$ cat src/design/lsc_pkg.sv
// ---------------------------------------------------------------------------
// lsc_pkg: shared types and constants for the line sensor centroid unit
// Calibration tables, fixed-point widths, pipeline stage indexes and the
// packed words that travel between the lanes, the merge and the divider.
// ---------------------------------------------------------------------------
package lsc_pkg;

  // Sensor bar size; the input word carries exactly this many readings
  localparam int SENSOR_COUNT = 8;

  // Field and intermediate widths (units of 2^-16)
  localparam int RAW_W  = 8;                // raw sensor byte
  localparam int OFS_W  = 20;               // signed calibration offset
  localparam int GAIN_W = 13;               // unsigned calibration gain
  localparam int SPOS_W = 14;               // signed sensor position
  localparam int VAL_W  = 22;               // signed calibrated value
  localparam int WGT_W  = 21;               // unsigned weight, max - value
  localparam int PROD_W = 34;               // signed position * weight
  localparam int NUM_W  = 37;               // signed weighted position sum
  localparam int DEN_W  = 24;               // unsigned weight sum
  localparam int Q_W    = 13;               // quotient magnitude
  localparam int DVD_W  = DEN_W + Q_W;      // rounded dividend magnitude
  localparam int LPOS_W = Q_W + 1;          // signed line position

  // Pipeline stages ahead of the output register
  localparam int ST_CAL   = 0;              // per-lane calibration
  localparam int ST_MAX   = 1;              // maximum over lanes
  localparam int ST_WGT   = 2;              // per-lane weight and product
  localparam int ST_HALF  = 3;              // half-bar partial sums
  localparam int ST_SUM   = 4;              // full sums
  localparam int ST_PREP  = 5;              // magnitude plus half divisor
  localparam int ST_DIV0  = 6;              // first divider stage
  localparam int STAGES   = ST_DIV0 + Q_W;

  // Calibration tables, one entry per sensor, leftmost first
  localparam logic signed [OFS_W-1:0] CAL_OFFSET [SENSOR_COUNT] = '{
    -20'sd356693, -20'sd314173, -20'sd205514, -20'sd329882,
    -20'sd342583, -20'sd344300, -20'sd304454, -20'sd117834
  };
  localparam logic [GAIN_W-1:0] CAL_GAIN [SENSOR_COUNT] = '{
    13'd7189, 13'd6284, 13'd4101, 13'd6633,
    13'd6925, 13'd6921, 13'd6140, 13'd2241
  };
  localparam logic signed [SPOS_W-1:0] SENSOR_POS [SENSOR_COUNT] = '{
    14'sd4129, 14'sd2949, 14'sd1769, 14'sd590,
    -14'sd590, -14'sd1769, -14'sd2949, -14'sd4129
  };

  // Input word: one reading of the whole bar
  typedef struct packed {
    logic [RAW_W-1:0] sensor_0;
    logic [RAW_W-1:0] sensor_1;
    logic [RAW_W-1:0] sensor_2;
    logic [RAW_W-1:0] sensor_3;
    logic [RAW_W-1:0] sensor_4;
    logic [RAW_W-1:0] sensor_5;
    logic [RAW_W-1:0] sensor_6;
    logic [RAW_W-1:0] sensor_7;
  } lsc_in_t;

  // Result word
  typedef struct packed {
    logic signed [LPOS_W-1:0] line_position;
    logic                     flat_reading;
  } lsc_out_t;

  // Per-stage advance enables
  typedef logic [STAGES-1:0] lsc_adv_t;

  // Per-lane calibration constants
  typedef struct packed {
    logic signed [OFS_W-1:0]  offset;
    logic [GAIN_W-1:0]        gain;
    logic signed [SPOS_W-1:0] spos;
  } lsc_cal_t;

  // Divider operands
  typedef struct packed {
    logic [DVD_W-1:0] dvd;
    logic [DEN_W-1:0] den;
    logic             neg;
    logic             flat;
  } lsc_div_t;

  // Divider result
  typedef struct packed {
    logic [Q_W-1:0] quo;
    logic           neg;
    logic           flat;
  } lsc_quo_t;

endpackage

$ cat src/design/lsc_div.sv
// ---------------------------------------------------------------------------
// lsc_div: pipelined restoring divider
// One quotient bit per stage, Q_W stages. The dividend is known to be
// below den * 2^Q_W, so the quotient fits Q_W bits.
// ---------------------------------------------------------------------------
module lsc_div (
  input  logic               clk,
  input  lsc_pkg::lsc_adv_t  adv,
  input  lsc_pkg::lsc_div_t  div_word,
  output lsc_pkg::lsc_quo_t  quo_word
);
  import lsc_pkg::*;

  logic [DEN_W-1:0] rem_r  [Q_W];
  logic [Q_W-1:0]   low_r  [Q_W];
  logic [DEN_W-1:0] den_r  [Q_W];
  logic             neg_r  [Q_W];
  logic             flat_r [Q_W];

  // One restoring step: shift in the next dividend bit, subtract if it fits.
  // The low word shifts dividend bits out and quotient bits in.
  function automatic logic [DEN_W+Q_W-1:0] div_step(
    input logic [DEN_W-1:0] rem,
    input logic [Q_W-1:0]   low,
    input logic [DEN_W-1:0] den
  );
    logic [DEN_W:0] t;
    logic           b;
    t = {rem, low[Q_W-1]};
    b = (t >= {1'b0, den});
    if (b) begin
      t = t - {1'b0, den};
    end
    return {t[DEN_W-1:0], low[Q_W-2:0], b};
  endfunction

  for (genvar k = 0; k < Q_W; k++) begin : g_stage
    logic [DEN_W-1:0] rem_in;
    logic [Q_W-1:0]   low_in;
    logic [DEN_W-1:0] den_in;
    logic             neg_in;
    logic             flat_in;

    if (k == 0) begin : g_first
      assign rem_in  = div_word.dvd[DVD_W-1:Q_W];
      assign low_in  = div_word.dvd[Q_W-1:0];
      assign den_in  = div_word.den;
      assign neg_in  = div_word.neg;
      assign flat_in = div_word.flat;
    end else begin : g_next
      assign rem_in  = rem_r[k-1];
      assign low_in  = low_r[k-1];
      assign den_in  = den_r[k-1];
      assign neg_in  = neg_r[k-1];
      assign flat_in = flat_r[k-1];
    end

    always_ff @(posedge clk) begin
      if (adv[ST_DIV0+k]) begin
        {rem_r[k], low_r[k]} <= div_step(rem_in, low_in, den_in);
        den_r[k]             <= den_in;
        neg_r[k]             <= neg_in;
        flat_r[k]            <= flat_in;
      end
    end
  end

  assign quo_word.quo  = low_r[Q_W-1];
  assign quo_word.neg  = neg_r[Q_W-1];
  assign quo_word.flat = flat_r[Q_W-1];

endmodule
$ cat config.mk
export PLATFORM = sky130hd
export DESIGN_NAME = lsc_div
export DESIGN_NICKNAME = d
export VERILOG_FILES = /design/src/design/lsc_pkg.sv /design/src/design/lsc_div.sv
export SDC_FILE = /design/constraint.sdc
export NUM_CORES = 1
export LEC_CHECK = 0
export ABC_AREA = 1
export BUFFER_PORTS_ARGS = -buffer_cell sky130_fd_sc_hd__buf_4
export CAP_MARGIN = 10
export CORE_ASPECT_RATIO = 1.2
export CORE_MARGIN = 4
export CORE_UTILIZATION = 50
export CTS_BUF_LIST = sky130_fd_sc_hd__clkbuf_4 sky130_fd_sc_hd__clkbuf_8 sky130_fd_sc_hd__clkbuf_16
export CTS_CLUSTER_SIZE = 30
export DETAILED_ROUTE_END_ITERATION = 7
export PLACE_DENSITY = 0.63
export SKIP_LAST_GASP = 1
export SLEW_MARGIN = 40
export SYNTH_ARGS = -nofsm -noshare
export SYNTH_HDL_FRONTEND = slang
export SYNTH_SLANG_ARGS = --single-unit
$ cat constraint.sdc
create_clock -name clk -period 3.1 [get_ports clk]
set_input_delay 0.155 -clock clk [delete_from_list [all_inputs] [get_ports clk]]
set_output_delay 0.155 -clock clk [all_outputs]
set_load 0.01 [all_outputs]
==> flow_metrics.py <==
metrics = {
    "clocking": {
        "post_cts_buffers": 0,
        "clockBufferDepth": 3,
        "htreeDepth": 3,
        "cts.sinks": 771,
        "cts_root_buf": "clkbuf_16",
        "clkTransAtPathRegs_ns": 0.06,
        "numCtsBuffers": 84,
        "worstSkewPairLatency_ns": 0.70,
        "cts_tree": "built",
    },
    "power_and_ir_drop": {
        "irDropWorstVdd_mv": 0.521,
        "leakage_nw": 29.7,
        "p_per_area_nw_per_um2": 888,
    },
    "detailed_routing": {
        "highest_layer": "met4",
        "routed_wl_um": 148000,
        "drt_first_pass_iters": 6,
        "wl_per_cell_um": 17.8,
        "initialDrtViolationCount": 3390,
        "routed-via-count": 42534,
        "route.met3.wl_um": 7580,
        "via_per_inst": 5.11,
        "wl_met1_um": 63000,
        "drc": 0,
        "wl_met2_um": 71900,
        "antenna_left": 0,
    },
    "setup_path": {
        "cp.required_ns": 3.65,
        "worst-path-buf-inv": 1,
        "cp.arrival_ns": 3.20,
        "start_kind": "flop",
        "path_cells": "inv_1 -> ha_1 -> nand2_1 -> nor3_1 -> and2_1 -> nand3_2 -> nand3_4 -> nand2_1 -> nand2_1",
        "critPathTopFamily": "simple AND/OR/NAND/NOR gates",
        "endpoint_kind": "flop",
        "crit_top_cell": "nand2_1",
        "crit_type": "flop to flop",
        "critPathMaxFanout": 25,
        "slowest_stage": "nand3_4",
        "max_stage_delay_ns": 0.43,
    },
    "finish": {
        "mostFrequentLayoutCells": "2,632 x nand2_1, 1,384 x inv_1, 771 x edfxtp_1, 369 x nand4_1, 348 x nor2_1",
        "area.growth.synth_to_final_pct": 11.6,
        "nFillCells": 9654,
        "final_common_cell": "nand2_1",
        "multi_input_area_um2": 22400,
        "nets": 7303,
        "n_antenna_cell": 0,
        "layout-drive-gt1-share_pct": 5.72,
        "regArea_um2": 23200,
        "layoutNonFillerInstCount": 8326,
    },
    "sta": {
        "rsz0062_at_grt": "no",
        "worstMarginPinSlew_ns": 0.807,
        "relSlewSlack_pct": 46.2,
        "finalHoldViolCount": 0,
        "setup_viol": 0,
        "post-route-period-util_pct": 85.7,
        "tns_ns": 0,
        "layout_min_cycle_time_ns": 2.66,
        "slew_viol_final": 0,
        "finalClockSkew_ns": 0.0258,
        "max_freq_mhz": 376,
    },
    "die": {
        "row_count": 128,
        "die_w_um": 301,
        "coreArea_um2": 102000,
        "die_y_um": 359,
        "dieArea_um2": 108000,
        "start_util_pct": 50.5,
        "boundaryPins": 98,
    },
    "min_path": {
        "min_path_type": "input port to flop",
    },
    "yosys": {
        "synthTopCellsByArea": "edfxtp_1 45%, nand2_1 19%, inv_1 10%, ha_1 7.6%, nand4_1 4.5%",
        "async_flop_share_pct": 0,
        "yosysSeqAreaShare_pct": 45.0,
        "yosys_most_used_dff": "edfxtp_1",
        "synth_edf_count": 771,
        "synth_top_area_share_pct": 45.0,
        "synthCells": 6664,
        "syn_area_um2": 51400,
        "ys.warnings.count": 0,
        "netlist.top_cell.by_area": "edfxtp_1",
        "syn-num-nets": 7071,
        "ys_seq_elements": 771,
        "synthDistinctLibCells": 35,
        "avgSynthCellArea_um2": 7.71,
    },
    "placed_design": {
        "dp.cells": 8100,
        "place.gp.congestion": 0.958,
        "dpl.hpwl_um": 118000,
        "io_buffers": 91,
    },
    "global_route": {
        "grt_antenna_before_repair": 0,
        "grt_overflow_total": 0,
        "first_global_vias": 40785,
        "gr-usage-all-layers_pct": 27.4,
        "grt_pass1_wl_um": 230000,
        "grt_max_degree": 64,
    },
    "run_status": {
        "outcome": "complete, no violations",
    },
    "job": {
        "maxCapViolations": 0,
    },
}
synthesized netlist by cell type, types with 10 or more instances:
cell type / number
fa_1: 12
a21oi_1: 129
inv_1: 1384
nand4_1: 369
nand2_1: 2632
clkbuf_1: 13
nor3_1: 33
nand3_1: 305
nor3_2: 10
nand3_2: 17
inv_2: 12
a21oi_4: 12
nand3b_1: 18
nor2_2: 15
buf_2: 59
nor2_1: 348
nand3_4: 10
xor2_1: 118
xnor2_1: 12
buf_6: 22
ha_1: 312
edfxtp_1: 771
o21a_1: 12
final cells by class:
type	instances	area share, %
clock buffers	92	3.77
clock inverters	59	0.988
repair buffers	242	3.71
well taps	1365	2.98
flip-flops and latches	771	40.4
inverters	1399	9.16
multi-input cells	4398	39.0
stage by stage:
step	power (mW)	hold slack (ns)	area [µm²]	utilization, %	setup WS (ns)
global route	55.2	0.0799	57400	56.3	0.311
floorplan	33.8	0.254	51400	-	1.11
finish	50.9	0.0922	57400	56.3	0.444
CTS	51.1	0.0562	57300	56.3	0.440
global placement	40.6	0.334	53800	52.8	0.436
detailed placement	40.8	0.335	53900	52.9	0.476
what timing repair did:
| item | in CTS | in global routing |
|---|---|---|
| gates resized for setup | 0 | 0 |
| endpoints found under the hold margin | 392 | 48 |
| hold buffers | 71 | 3 |
state kept, by name, indices dropped and copies added, names as in the netlist:
| register | count |
|---|---|
| den_r | 288 |
| flat_r | 13 |
| g_stage.low_in | 156 |
| g_stage.rem_in | 288 |
| neg_r | 13 |
| quo_word | 13 |
cells by family after synthesis:
family          count (synthesis)  share of synthesized area (%)
compound gates                159                           1.87
xor+xnor                      130                           2.21
fa+ha+maj                     324                           8.06
buf+inv                      1495                           11.4
flops                         771                           45.0
simple gates                 3785                           31.4
power by group:
group | switching [mW] | total (mW) | internal [mW]
combinational | 16.1 | 24.3 | 8.14
clock | 4.29 | 9.96 | 5.67
sequential | 1.79 | 16.7 | 14.9
routing by layer:
| metal | GRT usage, % | vias to the layer above |
|---|---|---|
| li1 | - | 21630 |
| met1 | 35.5 | 19479 |
| met2 | 47.2 | 1178 |
| met3 | 3.12 | 247 |
| met4 | 9.88 | 0 |
| met5 | 0 | - |
worst reg2reg max path, delay by kind of cell, from the launching register on:
kind	cells	cell delay [ns]
flip-flops	1	0.38
adder cells (fa/ha/maj)	1	0.37
buffers and inverters	1	0.11
AND/OR/NAND/NOR	7	1.65
worst paths after layout:
check	from	endpoint	slack, ns	cells past startpoint
worst min register to register	g_stage[8].low_in[4]	g_stage[9].low_in[5]	0.41	0
worst min-delay path	adv[13]	den_r[1][90]	0.09	1
worst max register to register	den_r[0][94]	g_stage[5].rem_in[14]	0.44	9
worst max-delay path	den_r[0][94]	g_stage[5].rem_in[14]	0.44	9
No activity file was read; power rests on OpenSTA's default activity.
