**config.mk**
```make
export PLATFORM = sky130hd
export DESIGN_NAME = lsc_merge
export DESIGN_NICKNAME = d
export VERILOG_FILES = /design/src/design/lsc_pkg.sv /design/src/design/lsc_merge.sv
export SDC_FILE = /design/constraint.sdc
export NUM_CORES = 1
export LEC_CHECK = 0
export BUFFER_PORTS_ARGS = -buffer_cell sky130_fd_sc_hd__buf_2
export CAP_MARGIN = 15
export CORE_UTILIZATION = 25
export CTS_CLUSTER_SIZE = 16
export DETAILED_ROUTE_END_ITERATION = 10
export GPL_ROUTABILITY_DRIVEN = 0
export PLACE_DENSITY = 0.47
export SYNTH_ARGS = -nofsm -noshare
export SYNTH_HDL_FRONTEND = slang
export SYNTH_SLANG_ARGS = --single-unit
```
**constraint.sdc**
```tcl
create_clock -name clk -period 16.72 [get_ports clk]
set_input_delay 0 -clock clk [delete_from_list [all_inputs] [get_ports clk]]
set_output_delay 0 -clock clk [all_outputs]
set_load 0.05 [all_outputs]
```
**src/design/lsc_pkg.sv**
```systemverilog
// ---------------------------------------------------------------------------
// lsc_pkg: shared types and constants for the line sensor centroid unit
// Calibration tables, fixed-point widths, pipeline stage indexes and the
// packed words that travel between the lanes, the merge and the divider.
// ---------------------------------------------------------------------------
package lsc_pkg;

  // Sensor bar size; the input word carries exactly this many readings
  localparam int SENSOR_COUNT = 8;

  // Field and intermediate widths (units of 2^-16)
  localparam int RAW_W  = 8;                // raw sensor byte
  localparam int OFS_W  = 20;               // signed calibration offset
  localparam int GAIN_W = 13;               // unsigned calibration gain
  localparam int SPOS_W = 14;               // signed sensor position
  localparam int VAL_W  = 22;               // signed calibrated value
  localparam int WGT_W  = 21;               // unsigned weight, max - value
  localparam int PROD_W = 34;               // signed position * weight
  localparam int NUM_W  = 37;               // signed weighted position sum
  localparam int DEN_W  = 24;               // unsigned weight sum
  localparam int Q_W    = 13;               // quotient magnitude
  localparam int DVD_W  = DEN_W + Q_W;      // rounded dividend magnitude
  localparam int LPOS_W = Q_W + 1;          // signed line position

  // Pipeline stages ahead of the output register
  localparam int ST_CAL   = 0;              // per-lane calibration
  localparam int ST_MAX   = 1;              // maximum over lanes
  localparam int ST_WGT   = 2;              // per-lane weight and product
  localparam int ST_HALF  = 3;              // half-bar partial sums
  localparam int ST_SUM   = 4;              // full sums
  localparam int ST_PREP  = 5;              // magnitude plus half divisor
  localparam int ST_DIV0  = 6;              // first divider stage
  localparam int STAGES   = ST_DIV0 + Q_W;

  // Calibration tables, one entry per sensor, leftmost first
  localparam logic signed [OFS_W-1:0] CAL_OFFSET [SENSOR_COUNT] = '{
    -20'sd356693, -20'sd314173, -20'sd205514, -20'sd329882,
    -20'sd342583, -20'sd344300, -20'sd304454, -20'sd117834
  };
  localparam logic [GAIN_W-1:0] CAL_GAIN [SENSOR_COUNT] = '{
    13'd7189, 13'd6284, 13'd4101, 13'd6633,
    13'd6925, 13'd6921, 13'd6140, 13'd2241
  };
  localparam logic signed [SPOS_W-1:0] SENSOR_POS [SENSOR_COUNT] = '{
    14'sd4129, 14'sd2949, 14'sd1769, 14'sd590,
    -14'sd590, -14'sd1769, -14'sd2949, -14'sd4129
  };

  // Input word: one reading of the whole bar
  typedef struct packed {
    logic [RAW_W-1:0] sensor_0;
    logic [RAW_W-1:0] sensor_1;
    logic [RAW_W-1:0] sensor_2;
    logic [RAW_W-1:0] sensor_3;
    logic [RAW_W-1:0] sensor_4;
    logic [RAW_W-1:0] sensor_5;
    logic [RAW_W-1:0] sensor_6;
    logic [RAW_W-1:0] sensor_7;
  } lsc_in_t;

  // Result word
  typedef struct packed {
    logic signed [LPOS_W-1:0] line_position;
    logic                     flat_reading;
  } lsc_out_t;

  // Per-stage advance enables
  typedef logic [STAGES-1:0] lsc_adv_t;

  // Per-lane calibration constants
  typedef struct packed {
    logic signed [OFS_W-1:0]  offset;
    logic [GAIN_W-1:0]        gain;
    logic signed [SPOS_W-1:0] spos;
  } lsc_cal_t;

  // Divider operands
  typedef struct packed {
    logic [DVD_W-1:0] dvd;
    logic [DEN_W-1:0] den;
    logic             neg;
    logic             flat;
  } lsc_div_t;

  // Divider result
  typedef struct packed {
    logic [Q_W-1:0] quo;
    logic           neg;
    logic           flat;
  } lsc_quo_t;

endpackage

```
**src/design/lsc_merge.sv**
```systemverilog
// ---------------------------------------------------------------------------
// lsc_merge: combines the lanes
// Finds the bar maximum, sums weights and weighted positions over two
// stages, and prepares the rounded dividend magnitude for the divider.
// ---------------------------------------------------------------------------
module lsc_merge (
  input  logic                                 clk,
  input  lsc_pkg::lsc_adv_t                    adv,
  input  logic signed [lsc_pkg::VAL_W-1:0]     val  [lsc_pkg::SENSOR_COUNT],
  input  logic [lsc_pkg::WGT_W-1:0]            wgt  [lsc_pkg::SENSOR_COUNT],
  input  logic signed [lsc_pkg::PROD_W-1:0]    prod [lsc_pkg::SENSOR_COUNT],
  output logic signed [lsc_pkg::VAL_W-1:0]     hi,
  output lsc_pkg::lsc_div_t                    div_word
);
  import lsc_pkg::*;

  localparam int HALF = SENSOR_COUNT / 2;

  logic signed [VAL_W-1:0] hi_nxt;
  logic signed [VAL_W-1:0] hi_r;
  logic signed [NUM_W-1:0] num_lo_nxt, num_hi_nxt;
  logic signed [NUM_W-1:0] num_lo_r, num_hi_r;
  logic [DEN_W-1:0]        den_lo_nxt, den_hi_nxt;
  logic [DEN_W-1:0]        den_lo_r, den_hi_r;
  logic signed [NUM_W-1:0] num_r;
  logic [DEN_W-1:0]        den_r;
  logic                    neg;
  lsc_div_t                div_nxt;
  lsc_div_t                div_r;

  // Bar maximum
  always_comb begin
    hi_nxt = val[0];
    for (int i = 1; i < SENSOR_COUNT; i++) begin
      if (val[i] > hi_nxt) begin
        hi_nxt = val[i];
      end
    end
  end

  always_ff @(posedge clk) begin
    if (adv[ST_MAX]) begin
      hi_r <= hi_nxt;
    end
  end

  // Partial sums over each half of the bar
  always_comb begin
    num_lo_nxt = '0;
    num_hi_nxt = '0;
    den_lo_nxt = '0;
    den_hi_nxt = '0;
    for (int i = 0; i < SENSOR_COUNT; i++) begin
      if (i < HALF) begin
        num_lo_nxt = num_lo_nxt + NUM_W'(prod[i]);
        den_lo_nxt = den_lo_nxt + DEN_W'(wgt[i]);
      end else begin
        num_hi_nxt = num_hi_nxt + NUM_W'(prod[i]);
        den_hi_nxt = den_hi_nxt + DEN_W'(wgt[i]);
      end
    end
  end

  always_ff @(posedge clk) begin
    if (adv[ST_HALF]) begin
      num_lo_r <= num_lo_nxt;
      num_hi_r <= num_hi_nxt;
      den_lo_r <= den_lo_nxt;
      den_hi_r <= den_hi_nxt;
    end
  end

  // Full sums
  always_ff @(posedge clk) begin
    if (adv[ST_SUM]) begin
      num_r <= num_lo_r + num_hi_r;
      den_r <= den_lo_r + den_hi_r;
    end
  end

  // |num| + den/2, with the negation folded into one three-input add
  assign neg = num_r[NUM_W-1];

  always_comb begin
    div_nxt.dvd  = DVD_W'(neg ? ~num_r : num_r) + DVD_W'(den_r >> 1) + DVD_W'(neg);
    div_nxt.den  = den_r;
    div_nxt.neg  = neg;
    div_nxt.flat = (den_r == '0);
  end

  always_ff @(posedge clk) begin
    if (adv[ST_PREP]) begin
      div_r <= div_nxt;
    end
  end

  assign hi       = hi_r;
  assign div_word = div_r;

endmodule

```
==> metrics.cfg <==
[setup_path]
cp.depth=90
r2r_end=num_r[34]$_DFFE_PP_
setup.worst_path.start_class=primary input
critPathRequiredTime_ps=17000
r2r_cells=27
critPathBufInv=14
worstPathMaxFanout=16
reg2reg_from=num_hi_r[0]$_DFFE_PP_
arrival_ps=16020
cp-end-kind=flip-flop
crit_type=in -> reg
slowest_stage=or3b_2
setup.worst_path.start=val[161]
r2r_setup_slack_ps=10050
cp_common_cell=ha_1
critPathTopFamily=simple AND/OR/NAND/NOR gates
cp-endpoint=hi[8]$_DFFE_PP_
slowest_delay_ps=430

[drt]
drt-vias-per-instance=4.46
drtIter0Drc=878
wl_per_cell_um=17.2
first_pass_iters=5
wl_met1_mm=37.4
drc=0
vias=22566
wl_met3_mm=3.87
wl_met2_mm=43.1
wl_mm=87.1
top_layer=met5
ant_nets=0

[timing]
hold_viol=0
tightest_slew_ps=1060
fin_ws_ps=979
fmax_ghz=0.0635
fin_skew_ps=24.0
slew_headroom_pct=29.5
timing.hold.ws_ps=43.0
fin_crit_sh_pct=94.1
finalSetupViolCount=0
fin_crit_ps=15740
finalMaxSlewViolations=0

[yosys]
yosysTopAreaCellShare_pct=29.1
yosysSeqAreaShare_pct=29.1
syn_area_um2=27500
async_flop_share_pct=0
synth_top_area_cell=edfxtp_1
syn_inst=2663
synth_ff_type=edfxtp_1
yosys_warnings=0
postSynthAreaPerCell_um2=10.3
synthesis.nets=3865
synth_cell_type_count=85
ys_ff_latch=266
synth_area_leaders=edfxtp_1 (29%), fa_1 (16%), ha_1 (16%)
synth_edf_count=266

[cts]
clockBufferDepth=3
clock-sinks=266
ctsHtreeMaxLevel=2
cts-root-buf=clkbuf_16
clkLatencyLatePin_ps=540
cts_tree=done
clk_pin_slew_ps=60
cts_buffers=35

[status]
status=finished, final reports clean

[pwr]
p_leak_nw=16.3
power_density_nw_per_um2=202
vdd_drop_max_uv=120

[final_layout]
fillCellCount=11348
utilization_pct=33.3
nNetsFinal=4820
design_area_um2=36300
finalNonFillerCells=5060
drive_gt1_share_pct=29.8
register_area_um2=7990
area_delta_synth_final_pct=31.9
multiInputGateArea_um2=18700

[placement]
dpl_worst_slack_ps=-155
place_area_um2=34300
dp.cells=4945
hpwlAfterDp_mm=76.4
io_buffers=705

[floorplanning]
rows=121
io_pins=721
die_w_um=334
dieArea_um2=111000
core-area_um2=109000
start_util_pct=25.2
die_height_um=334

[global_route]
overflow=0
grtUsageTotal_pct=15.3
grt_pass1_wl_mm=131
antenna_found_initial=11
grt_pass1_vias=22946
grt_max_degree=69

[flow_run]
drv.max_cap_violation_count=0

[hold_path]
hp-class=in -> reg

-- how the worst min path moves through the flow --
stage | start | end | slack [ps] | cells past startpoint
floorplan | adv[3] | den_hi_r[0]$_DFFE_PP_ | 110 | 0
global placement | val[10] | hi[10]$_DFFE_PP_ | 300 | 3
detailed placement | wgt[63] | den_hi_r[0]$_DFFE_PP_ | 300 | 2
CTS | wgt[83] | den_hi_r[22]$_DFFE_PP_ | 7 | 4
global route | wgt[146] | den_lo_r[22]$_DFFE_PP_ | 40 | 4
finish | wgt[62] | den_hi_r[22]$_DFFE_PP_ | 40 | 4
-- sequential cells by signal, summed over array words and instances (netlist names) --
signal / cells
den_hi_r: 23
den_lo_r: 23
den_r: 24
div_word: 63
hi: 22
num_hi_r: 37
num_lo_r: 37
num_r: 37
-- worst min-delay path, stage by stage --
cell      delay (ps)
buf_2             90
fa_1             180
ha_1             130
nand2b_1          80
-- final cells by class --
cell class	instances	share of cell area [%]
diodes	3	0.0207
clock buffers	40	2.47
clock inverters	22	0.624
inverters	225	2.33
multi-input cells	2120	51.6
flip-flops and latches	266	22.0
well taps	1414	4.88
repair buffers	970	16.0
-- synthesized netlist by cell type (4+ instances only) --
cell	instances
a2111o_1	4
a2111oi_0	4
a211o_1	7
a211oi_1	31
a211oi_2	17
a21boi_0	35
a21o_1	55
a21oi_1	207
a22o_1	20
a31oi_1	5
and2_1	35
and3_1	12
and4_1	4
buf_1	8
buf_2	6
buf_6	8
clkbuf_1	28
edfxtp_1	266
fa_1	225
ha_1	341
inv_1	225
mux2i_1	27
nand2_1	141
nand2b_1	40
nand3_1	47
nand4_1	26
nor2_1	217
nor2b_1	42
nor3_1	54
nor3b_1	4
nor4_1	12
nor4b_1	4
o2111ai_1	7
o211ai_1	9
o21a_1	12
o21ai_0	134
o21bai_1	33
o22ai_1	8
o31ai_1	8
o31ai_2	13
or2_1	19
or3_1	16
xnor2_1	133
xor2_1	48
-- cell families after synthesis --
| kind of cell | after synthesis | synth area share, % |
|---|---|---|
| buf+inv | 277 | 4.06 |
| simple gates | 687 | 12.2 |
| xor+xnor | 182 | 5.83 |
| fa+ha+maj | 566 | 31.9 |
| flops | 266 | 29.1 |
| compound gates | 654 | 15.8 |
| mux | 31 | 1.16 |
-- cell usage in the layout, fill, tap and decap left out, drive strengths merged, types with 12 or more instances in the layout --
cell         synthesis  final
buf                 24    924
ha                 341    341
edfxtp             266    266
inv                225    227
fa                 225    225
nor2               217    217
a21oi              207    207
nand2              141    141
o21ai              140    140
xnor2              134    134
a21o                55     55
nor3                54     54
xor2                48     48
nand3               48     48
a211oi              48     48
dlygate4sd3          0     43
clkbuf              28     43
nor2b               42     42
nand2b              40     40
a21boi              35     35
and2                35     35
o21bai              33     33
mux2i               28     28
nand4               26     26
or2                 21     21
o31ai               21     21
a22o                20     20
or3                 16     16
clkinv               0     16
o21a                15     15
nor4                14     14
and3                12     12
-- layer usage --
layer  global-route usage (%)  vias to the layer above
met1                     18.8                    10366
met2                     27.2                      560
met4                     4.80                       14
met3                     2.29                      126
met5                        0                        -
li1                         -                    11500
-- report_power, final --
group | total (W) | internal (W) | switching (W)
combinational | 0.00513 | 0.00231 | 0.00282
sequential | 0.00147 | 0.00131 | 0.000155
clock | 0.000735 | 0.000434 | 0.000301
total | 0.00733 | 0.00406 | 0.00327
-- per-stage QoR --
step / TNS, ps / total power (W)
6_report: 0 / 0.00733
5_1_grt: -182 / 0.00804
4_1_cts: 0 / 0.00732
3_5_place_dp: -1300 / 0.00652
3_3_place_gp: 0 / 0.00649
2_1_floorplan: 0 / 0.00483
-- what timing repair did --
action,in CTS,in global routing
endpoints found under the hold margin,127,0
endpoints found under the setup margin,0,22
setup buffers,0,4
hold buffers,43,0
gates resized for setup,0,73
Power figures use the tool's default switching activity.
