### src/design/lsc_pkg.sv
// ---------------------------------------------------------------------------
// lsc_pkg: shared types and constants for the line sensor centroid unit
// Calibration tables, fixed-point widths, pipeline stage indexes and the
// packed words that travel between the lanes, the merge and the divider.
// ---------------------------------------------------------------------------
package lsc_pkg;

  // Sensor bar size; the input word carries exactly this many readings
  localparam int SENSOR_COUNT = 8;

  // Field and intermediate widths (units of 2^-16)
  localparam int RAW_W  = 8;                // raw sensor byte
  localparam int OFS_W  = 20;               // signed calibration offset
  localparam int GAIN_W = 13;               // unsigned calibration gain
  localparam int SPOS_W = 14;               // signed sensor position
  localparam int VAL_W  = 22;               // signed calibrated value
  localparam int WGT_W  = 21;               // unsigned weight, max - value
  localparam int PROD_W = 34;               // signed position * weight
  localparam int NUM_W  = 37;               // signed weighted position sum
  localparam int DEN_W  = 24;               // unsigned weight sum
  localparam int Q_W    = 13;               // quotient magnitude
  localparam int DVD_W  = DEN_W + Q_W;      // rounded dividend magnitude
  localparam int LPOS_W = Q_W + 1;          // signed line position

  // Pipeline stages ahead of the output register
  localparam int ST_CAL   = 0;              // per-lane calibration
  localparam int ST_MAX   = 1;              // maximum over lanes
  localparam int ST_WGT   = 2;              // per-lane weight and product
  localparam int ST_HALF  = 3;              // half-bar partial sums
  localparam int ST_SUM   = 4;              // full sums
  localparam int ST_PREP  = 5;              // magnitude plus half divisor
  localparam int ST_DIV0  = 6;              // first divider stage
  localparam int STAGES   = ST_DIV0 + Q_W;

  // Calibration tables, one entry per sensor, leftmost first
  localparam logic signed [OFS_W-1:0] CAL_OFFSET [SENSOR_COUNT] = '{
    -20'sd356693, -20'sd314173, -20'sd205514, -20'sd329882,
    -20'sd342583, -20'sd344300, -20'sd304454, -20'sd117834
  };
  localparam logic [GAIN_W-1:0] CAL_GAIN [SENSOR_COUNT] = '{
    13'd7189, 13'd6284, 13'd4101, 13'd6633,
    13'd6925, 13'd6921, 13'd6140, 13'd2241
  };
  localparam logic signed [SPOS_W-1:0] SENSOR_POS [SENSOR_COUNT] = '{
    14'sd4129, 14'sd2949, 14'sd1769, 14'sd590,
    -14'sd590, -14'sd1769, -14'sd2949, -14'sd4129
  };

  // Input word: one reading of the whole bar
  typedef struct packed {
    logic [RAW_W-1:0] sensor_0;
    logic [RAW_W-1:0] sensor_1;
    logic [RAW_W-1:0] sensor_2;
    logic [RAW_W-1:0] sensor_3;
    logic [RAW_W-1:0] sensor_4;
    logic [RAW_W-1:0] sensor_5;
    logic [RAW_W-1:0] sensor_6;
    logic [RAW_W-1:0] sensor_7;
  } lsc_in_t;

  // Result word
  typedef struct packed {
    logic signed [LPOS_W-1:0] line_position;
    logic                     flat_reading;
  } lsc_out_t;

  // Per-stage advance enables
  typedef logic [STAGES-1:0] lsc_adv_t;

  // Per-lane calibration constants
  typedef struct packed {
    logic signed [OFS_W-1:0]  offset;
    logic [GAIN_W-1:0]        gain;
    logic signed [SPOS_W-1:0] spos;
  } lsc_cal_t;

  // Divider operands
  typedef struct packed {
    logic [DVD_W-1:0] dvd;
    logic [DEN_W-1:0] den;
    logic             neg;
    logic             flat;
  } lsc_div_t;

  // Divider result
  typedef struct packed {
    logic [Q_W-1:0] quo;
    logic           neg;
    logic           flat;
  } lsc_quo_t;

endpackage

### src/design/lsc_lane.sv
// ---------------------------------------------------------------------------
// lsc_lane: one sensor lane
// Calibrates one raw byte, then forms its weight against the bar maximum
// and the product of weight and sensor position.
// ---------------------------------------------------------------------------
module lsc_lane (
  input  logic                                 clk,
  input  lsc_pkg::lsc_adv_t                    adv,
  input  lsc_pkg::lsc_cal_t                    cal,
  input  logic [lsc_pkg::RAW_W-1:0]            raw,
  input  logic signed [lsc_pkg::VAL_W-1:0]     hi,
  output logic signed [lsc_pkg::VAL_W-1:0]     val,
  output logic [lsc_pkg::WGT_W-1:0]            wgt,
  output logic signed [lsc_pkg::PROD_W-1:0]    prod
);
  import lsc_pkg::*;

  logic [GAIN_W+RAW_W-1:0]  gr;
  logic signed [VAL_W-1:0]  val_nxt;
  logic signed [VAL_W-1:0]  val_r;
  logic signed [VAL_W-1:0]  val_d_r;
  logic [WGT_W-1:0]         wgt_nxt;
  logic [WGT_W-1:0]         wgt_r;
  logic signed [PROD_W-1:0] prod_nxt;
  logic signed [PROD_W-1:0] prod_r;

  // Calibration: offset + gain * raw
  assign gr      = cal.gain * raw;
  assign val_nxt = VAL_W'(cal.offset) + VAL_W'(gr);

  always_ff @(posedge clk) begin
    if (adv[ST_CAL]) begin
      val_r <= val_nxt;
    end
  end

  // Hold the value while the merge finds the maximum
  always_ff @(posedge clk) begin
    if (adv[ST_MAX]) begin
      val_d_r <= val_r;
    end
  end

  // Weight is never negative and fits WGT_W bits
  assign wgt_nxt  = WGT_W'(hi - val_d_r);
  assign prod_nxt = PROD_W'(cal.spos) * PROD_W'(signed'({1'b0, wgt_nxt}));

  always_ff @(posedge clk) begin
    if (adv[ST_WGT]) begin
      wgt_r  <= wgt_nxt;
      prod_r <= prod_nxt;
    end
  end

  assign val  = val_r;
  assign wgt  = wgt_r;
  assign prod = prod_r;

endmodule

### config.mk
export PLATFORM = sky130hd
export DESIGN_NAME = lsc_lane
export DESIGN_NICKNAME = d
export VERILOG_FILES = /design/src/design/lsc_pkg.sv /design/src/design/lsc_lane.sv
export SDC_FILE = /design/constraint.sdc
export NUM_CORES = 1
export LEC_CHECK = 0
export BUFFER_PORTS_ARGS = -buffer_cell sky130_fd_sc_hd__buf_2
export CAP_MARGIN = 20
export CORE_AREA = 3 3 154 305
export CTS_CLUSTER_DIAMETER = 150
export CTS_CLUSTER_SIZE = 24
export DETAILED_ROUTE_END_ITERATION = 8
export DIE_AREA = 0 0 157 308
export PLACE_DENSITY = 0.56
export SYNTH_ARGS = -nofsm -noshare
export SYNTH_HDL_FRONTEND = slang
export SYNTH_SLANG_ARGS = --single-unit
### constraint.sdc
create_clock -name clk -period 9.5 [get_ports clk]
set_clock_uncertainty 0.1 [all_clocks]
set_input_delay 0.95 -clock clk [delete_from_list [all_inputs] [get_ports clk]]
set_output_delay 0.95 -clock clk [all_outputs]
set_load 0.01 [all_outputs]
==> results.toml, run 1 <==
[floorplanning]
core_sq_um = 45000
pin_count = 174
die_area_sq_um = 48400
initial_utilization = 0.386
die_h_um = 308
num_rows = 110
fp.dieW_um = 157

[placement]
port_buffers = 156
place.detailed.hpwl_um = 38900
place_area_sq_um = 19200
gp_congestion = 0.870

[timing]
finalCritPeriodShare = 0.949
period_minus_slack_ps = 9010
maxSlewHeadroom = 0.473
maxSlewViolCount = 0
setup_viol = 0
worst_slew_pin_slew_ps = 790
rsz0062_at_grt = "no"
hold_violations = 0
max_freq_mhz = 111
fin_hold_ws_ps = 350
finalSetupTns_ps = 0

[detailed_routing]
drt-vias-per-instance = 4.97
ant_nets = 0
first_iter_violations = 356
wl_per_cell_um = 18.1
drt-pass1-iter-count = 5
drc = 0
vias = 12500
totalWireLength_um = 45700

[layout]
final_util = 0.433
final_area_sq_um = 19500
syn2layout_area_growth_pct = 12.3
seqCellArea_sq_um = 2940
layout_commonest_cell = "inv_1"
multi_input_area_sq_um = 12700
n_fill_cell = 4386
drive_gt1_frac = 0.123
fin_nets = 2536
most-common-layout-cells = "inv_1, fa_1, nand2_1"

[synth]
syn-cell-area_sq_um = 17400
yosys_register_bits = 98
postSynthCellCount = 1787
synth.avg_cell_area_sq_um = 9.71
ys_async_sr_fraction = 0
syn-num-nets = 2370
synth-edff-count = 98
synthTopCellsByArea = "fa_1, edfxtp_1, ha_1, inv_1, and2_1"
synth_cell_type_count = 53
yosysTopAreaCell = "fa_1"
yosysTopAreaCellShare = 0.360
yosysSeqAreaShare = 0.170
yosysWarningCount = 0
yosys_most_used_dff = "edfxtp_1"

[critical_path]
slowest_delay_ps = 600
cp.arrival_ps = 9050
crit_path_max_fanout = 10
r2r_slack_ps = 750
critPathKind = "in2reg"
crit_path_end_kind = "flop"
rr_worst_depth = 34
start_kind = "primary input"
path_common_cell = "fa_1"
r2r_end = "prod[30]$_DFFE_PP_"
slowest_stage = "or4_1"
cp.required_ps = 9530
rr_startpoint = "val_d_r[0]$_DFFE_PP_"

[clock_network]
cts.sink_count = 98
cts_resized = 0
cts_buffers = 9
clk_latency_ps = 400
postCtsSetupRepairBufs = 0
clock-root-buffer = "clkbuf_16"
tritoncts = "yes"
cts_buffer_depth = 2
clk_pin_slew_ps = 80
cts_hold_buffers = 0
htree_num_levels = 3

[grt]
grt_max_degree = 56
grt.total_usage = 0.197
grt_pass1_wl_um = 72600
antenna_found_initial = 5
grt_pass1_vias = 14100
grt-ovfl-total = 0

[min_path]
min_from = "val[17]$_DFFE_PP_"
hold_depth = 0
hold_end = "val_d_r[17]$_DFFE_PP_"
hp-class = "reg2reg"

[status]
outcome = "completed"

[run]
drv_cap = 0
state kept, by name, indices dropped and copies added, names as in the netlist:
register and flops:
val_d_r 21, prod 34, wgt 21, val 22
worst max path at each step:
| stage | startpoint | endpoint | slack (ps) | cells after the start |
|---|---|---|---|---|
| after global placement | hi[0] | prod[30]$_DFFE_PP_ | 180 | 36 |
| after global routing | hi[0] | prod[30]$_DFFE_PP_ | 190 | 37 |
| after floorplan | hi[0] | prod[30]$_DFFE_PP_ | 880 | 33 |
| after detailed placement | hi[0] | prod[30]$_DFFE_PP_ | 100 | 35 |
| after CTS | hi[0] | prod[30]$_DFFE_PP_ | 530 | 35 |
| final | hi[0] | prod[30]$_DFFE_PP_ | 490 | 36 |
cell usage after synthesis, drive strengths merged, types with 24 or more instances:
cell type  number
a21o           24
a21oi          42
and2          173
clkbuf         57
edfxtp         98
fa            312
ha            174
inv           403
nand2         196
nor2           54
nor2b          30
xnor2          41
through the flow:
step / cells / setup WS [ps]
floorplan: 1787 / 877
global placement: 2502 / 182
detailed placement: 2502 / 101
CTS: 2518 / 528
global route: 2518 / 194
finish: 2522 / 489
worst max-delay path, delay by kind of cell:
| kind | cells | cell delay, ps |
|---|---|---|
| AO/OA/AOI/OAI | 13 | 2120 |
| XOR/XNOR | 1 | 120 |
| adder cells (fa/ha/maj) | 9 | 3820 |
| buffers and inverters | 9 | 820 |
| AND/OR/NAND/NOR | 4 | 1230 |
per-layer routing:
metal | global-route usage | up-vias | share of wire
met2 | 0.401 | 277 | 0.60
met3 | 0.0354 | 75 | 0.045
met4 | 0.0960 | 2 | 0.048
li1 | - | 5804 | -
met5 | 0 | - | 0.00028
met1 | 0.179 | 6368 | 0.31
final cells by class:
type                            count  share of cell area
Sequential cell                    98               0.151
Multi-Input combinational cell   1227               0.650
Clock buffer                        9              0.0116
Antenna cell                        4            0.000514
Clock inverter                      7             0.00404
Tap cell                          560              0.0360
Timing Repair Buffer              214              0.0688
Inverter                          403              0.0776
kinds of logic after synthesis:
kind of cell	Yosys count	synth area share
buffers and inverters	462	0.100
DFF	98	0.170
xor gates and xnor gates	63	0.0326
AOI/OAI and AO/OA	150	0.0595
adders and majority gates	486	0.485
and+or+nand+nor	528	0.153
Power of run 1 is not shown: default switching activity piles up to over one toggle a cycle in this logic, so the estimate is an artifact.
==> inputs of run 2 (changes only) <==
--- a/config.mk
+++ b/config.mk
@@ -13,6 +13,7 @@
 export DETAILED_ROUTE_END_ITERATION = 8
 export DIE_AREA = 0 0 157 308
 export PLACE_DENSITY = 0.56
+export REMOVE_ABC_BUFFERS = 1
 export SYNTH_ARGS = -nofsm -noshare
 export SYNTH_HDL_FRONTEND = slang
 export SYNTH_SLANG_ARGS = --single-unit
==> run 2 against run 1 <==
Effect of this change: die area is the same; global-route usage grew 0.57 points; final cell count is essentially flat; core utilization shrank 0.31 points; via count grew 0.53%; highest routed layer is now met4; count of clock-buffer cells in the layout is the same; routed wire length grew 3.6%; non-clock buffer count shrank 4; register-to-register slack gained 60 ps; maximum frequency grew 0.47%; sequential share of layout area grew 0.11 points; worst hold slack lost 4.1 ps.
==> results.toml, run 2 (synthesis results as in run 1) <==
[min_path]
hold_depth = 0
hp-class = "reg2reg"
min_from = "val[12]$_DFFE_PP_"
hold_end = "val_d_r[12]$_DFFE_PP_"

[critical_path]
r2r_slack_ps = 810
crit_path_max_fanout = 12
rr_startpoint = "val_d_r[0]$_DFFE_PP_"
path_common_cell = "fa_1"
r2r_end = "prod[30]$_DFFE_PP_"
critPathKind = "in2reg"
crit_path_end_kind = "flop"
slowest_stage = "or3_1"
cp.arrival_ps = 9000
slowest_delay_ps = 540
rr_worst_depth = 31
start_kind = "primary input"
cp.required_ps = 9540

[timing]
rsz0062_at_grt = "no"
maxSlewViolCount = 0
hold_violations = 0
maxSlewHeadroom = 0.469
period_minus_slack_ps = 8970
finalSetupTns_ps = 0
max_freq_mhz = 111
setup_viol = 0
finalCritPeriodShare = 0.944
worst_slew_pin_slew_ps = 797

[detailed_routing]
drc = 0
ant_nets = 0
drt-pass1-iter-count = 4
totalWireLength_um = 47300
vias = 12600
drt-vias-per-instance = 5.00
wl_per_cell_um = 18.8
first_iter_violations = 559

[placement]
place.detailed.hpwl_um = 39500
gp_congestion = 0.878
port_buffers = 156
dp.cells = 2498

[floorplanning]
pin_count = 174
num_rows = 110
fp.dieW_um = 157
die_area_sq_um = 48400
die_h_um = 308
initial_utilization = 0.386
core_sq_um = 45000

[layout]
n_fill_cell = 4436
seqCellArea_sq_um = 2940
largest_reg_flops = 34
final_util = 0.430
multi_input_area_sq_um = 12700
syn2layout_area_growth_pct = 11.5
final_cell_count_no_fill = 2521
fin_nets = 2532
layout_commonest_cell = "inv_1"
most-common-layout-cells = "inv_1, fa_1, nand2_1"
drive_gt1_frac = 0.121

[clock_network]
cts_hold_buffers = 0
cts.sink_count = 98
tritoncts = "yes"
clk_latency_ps = 390
clock-root-buffer = "clkbuf_16"
postCtsSetupRepairBufs = 0
cts_resized = 0
clk_pin_slew_ps = 80
htree_num_levels = 3
cts_buffer_depth = 2
cts_buffers = 9

[status]
outcome = "completed"

[grt]
grt_pass1_wl_um = 73800
grt.total_usage = 0.203
grt_max_degree = 56
grt-ovfl-total = 0
antenna_found_initial = 7
grt_pass1_vias = 14000

[run]
drv_cap = 0
[run 2: cell count changes in the layout (fill, tap and decap cells not counted)]
cell and change:
diode_2 +3, buf_4 +5, inv_12 +1, buf_12 -9, inv_6 +2, clkinv_8 -1, clkinv_4 -1, inv_8 -1
[run 2: critical path, delay by kind of cell]
kind	cells	cell delay, ps
adders and majority gates	9	3650
buffers and inverters	8	680
AOI/OAI and AO/OA	11	2090
xor gates and xnor gates	1	100
and+or+nand+nor	5	1530
[run 2: cell type report]
class                   instances  area share
repair buffers                210      0.0619
well taps                     560      0.0362
clock buffers                   9      0.0116
clock inverters                 7     0.00394
diodes                          7    0.000905
inverters                     403      0.0782
multi-input cells            1227       0.655
flip-flops and latches         98       0.152
[run 2: layer usage]
layer,up-vias,global-route usage,wire (um)
li1,5804,-,-
met1,6384,0.190,15000
met2,316,0.402,27500
met3,89,0.0305,1980
met4,0,0.115,2840
met5,-,0,0
[run 2: how the worst max path moves through the flow]
stage          start            endpoint  slack [ps]
6_report       hi[0]  prod[30]$_DFFE_PP_         530
5_1_grt        hi[0]  prod[30]$_DFFE_PP_         160
4_1_cts        hi[0]  prod[30]$_DFFE_PP_         470
3_5_place_dp   hi[0]  prod[30]$_DFFE_PP_          80
3_3_place_gp   hi[0]  prod[30]$_DFFE_PP_         150
2_1_floorplan  hi[0]  prod[33]$_DFFE_PP_         880
[run 2: metrics by stage]
stage               instance area (sq um)  hold WS (ps)  setup WS, ps
finish                              19400           346           531
global route                        19300           364           162
CTS                                 19300           348           475
detailed placement                  19000           328          75.9
global placement                    19000           335           149
floorplan                           17100           399           876
Power of run 2 is left out for the same reason.
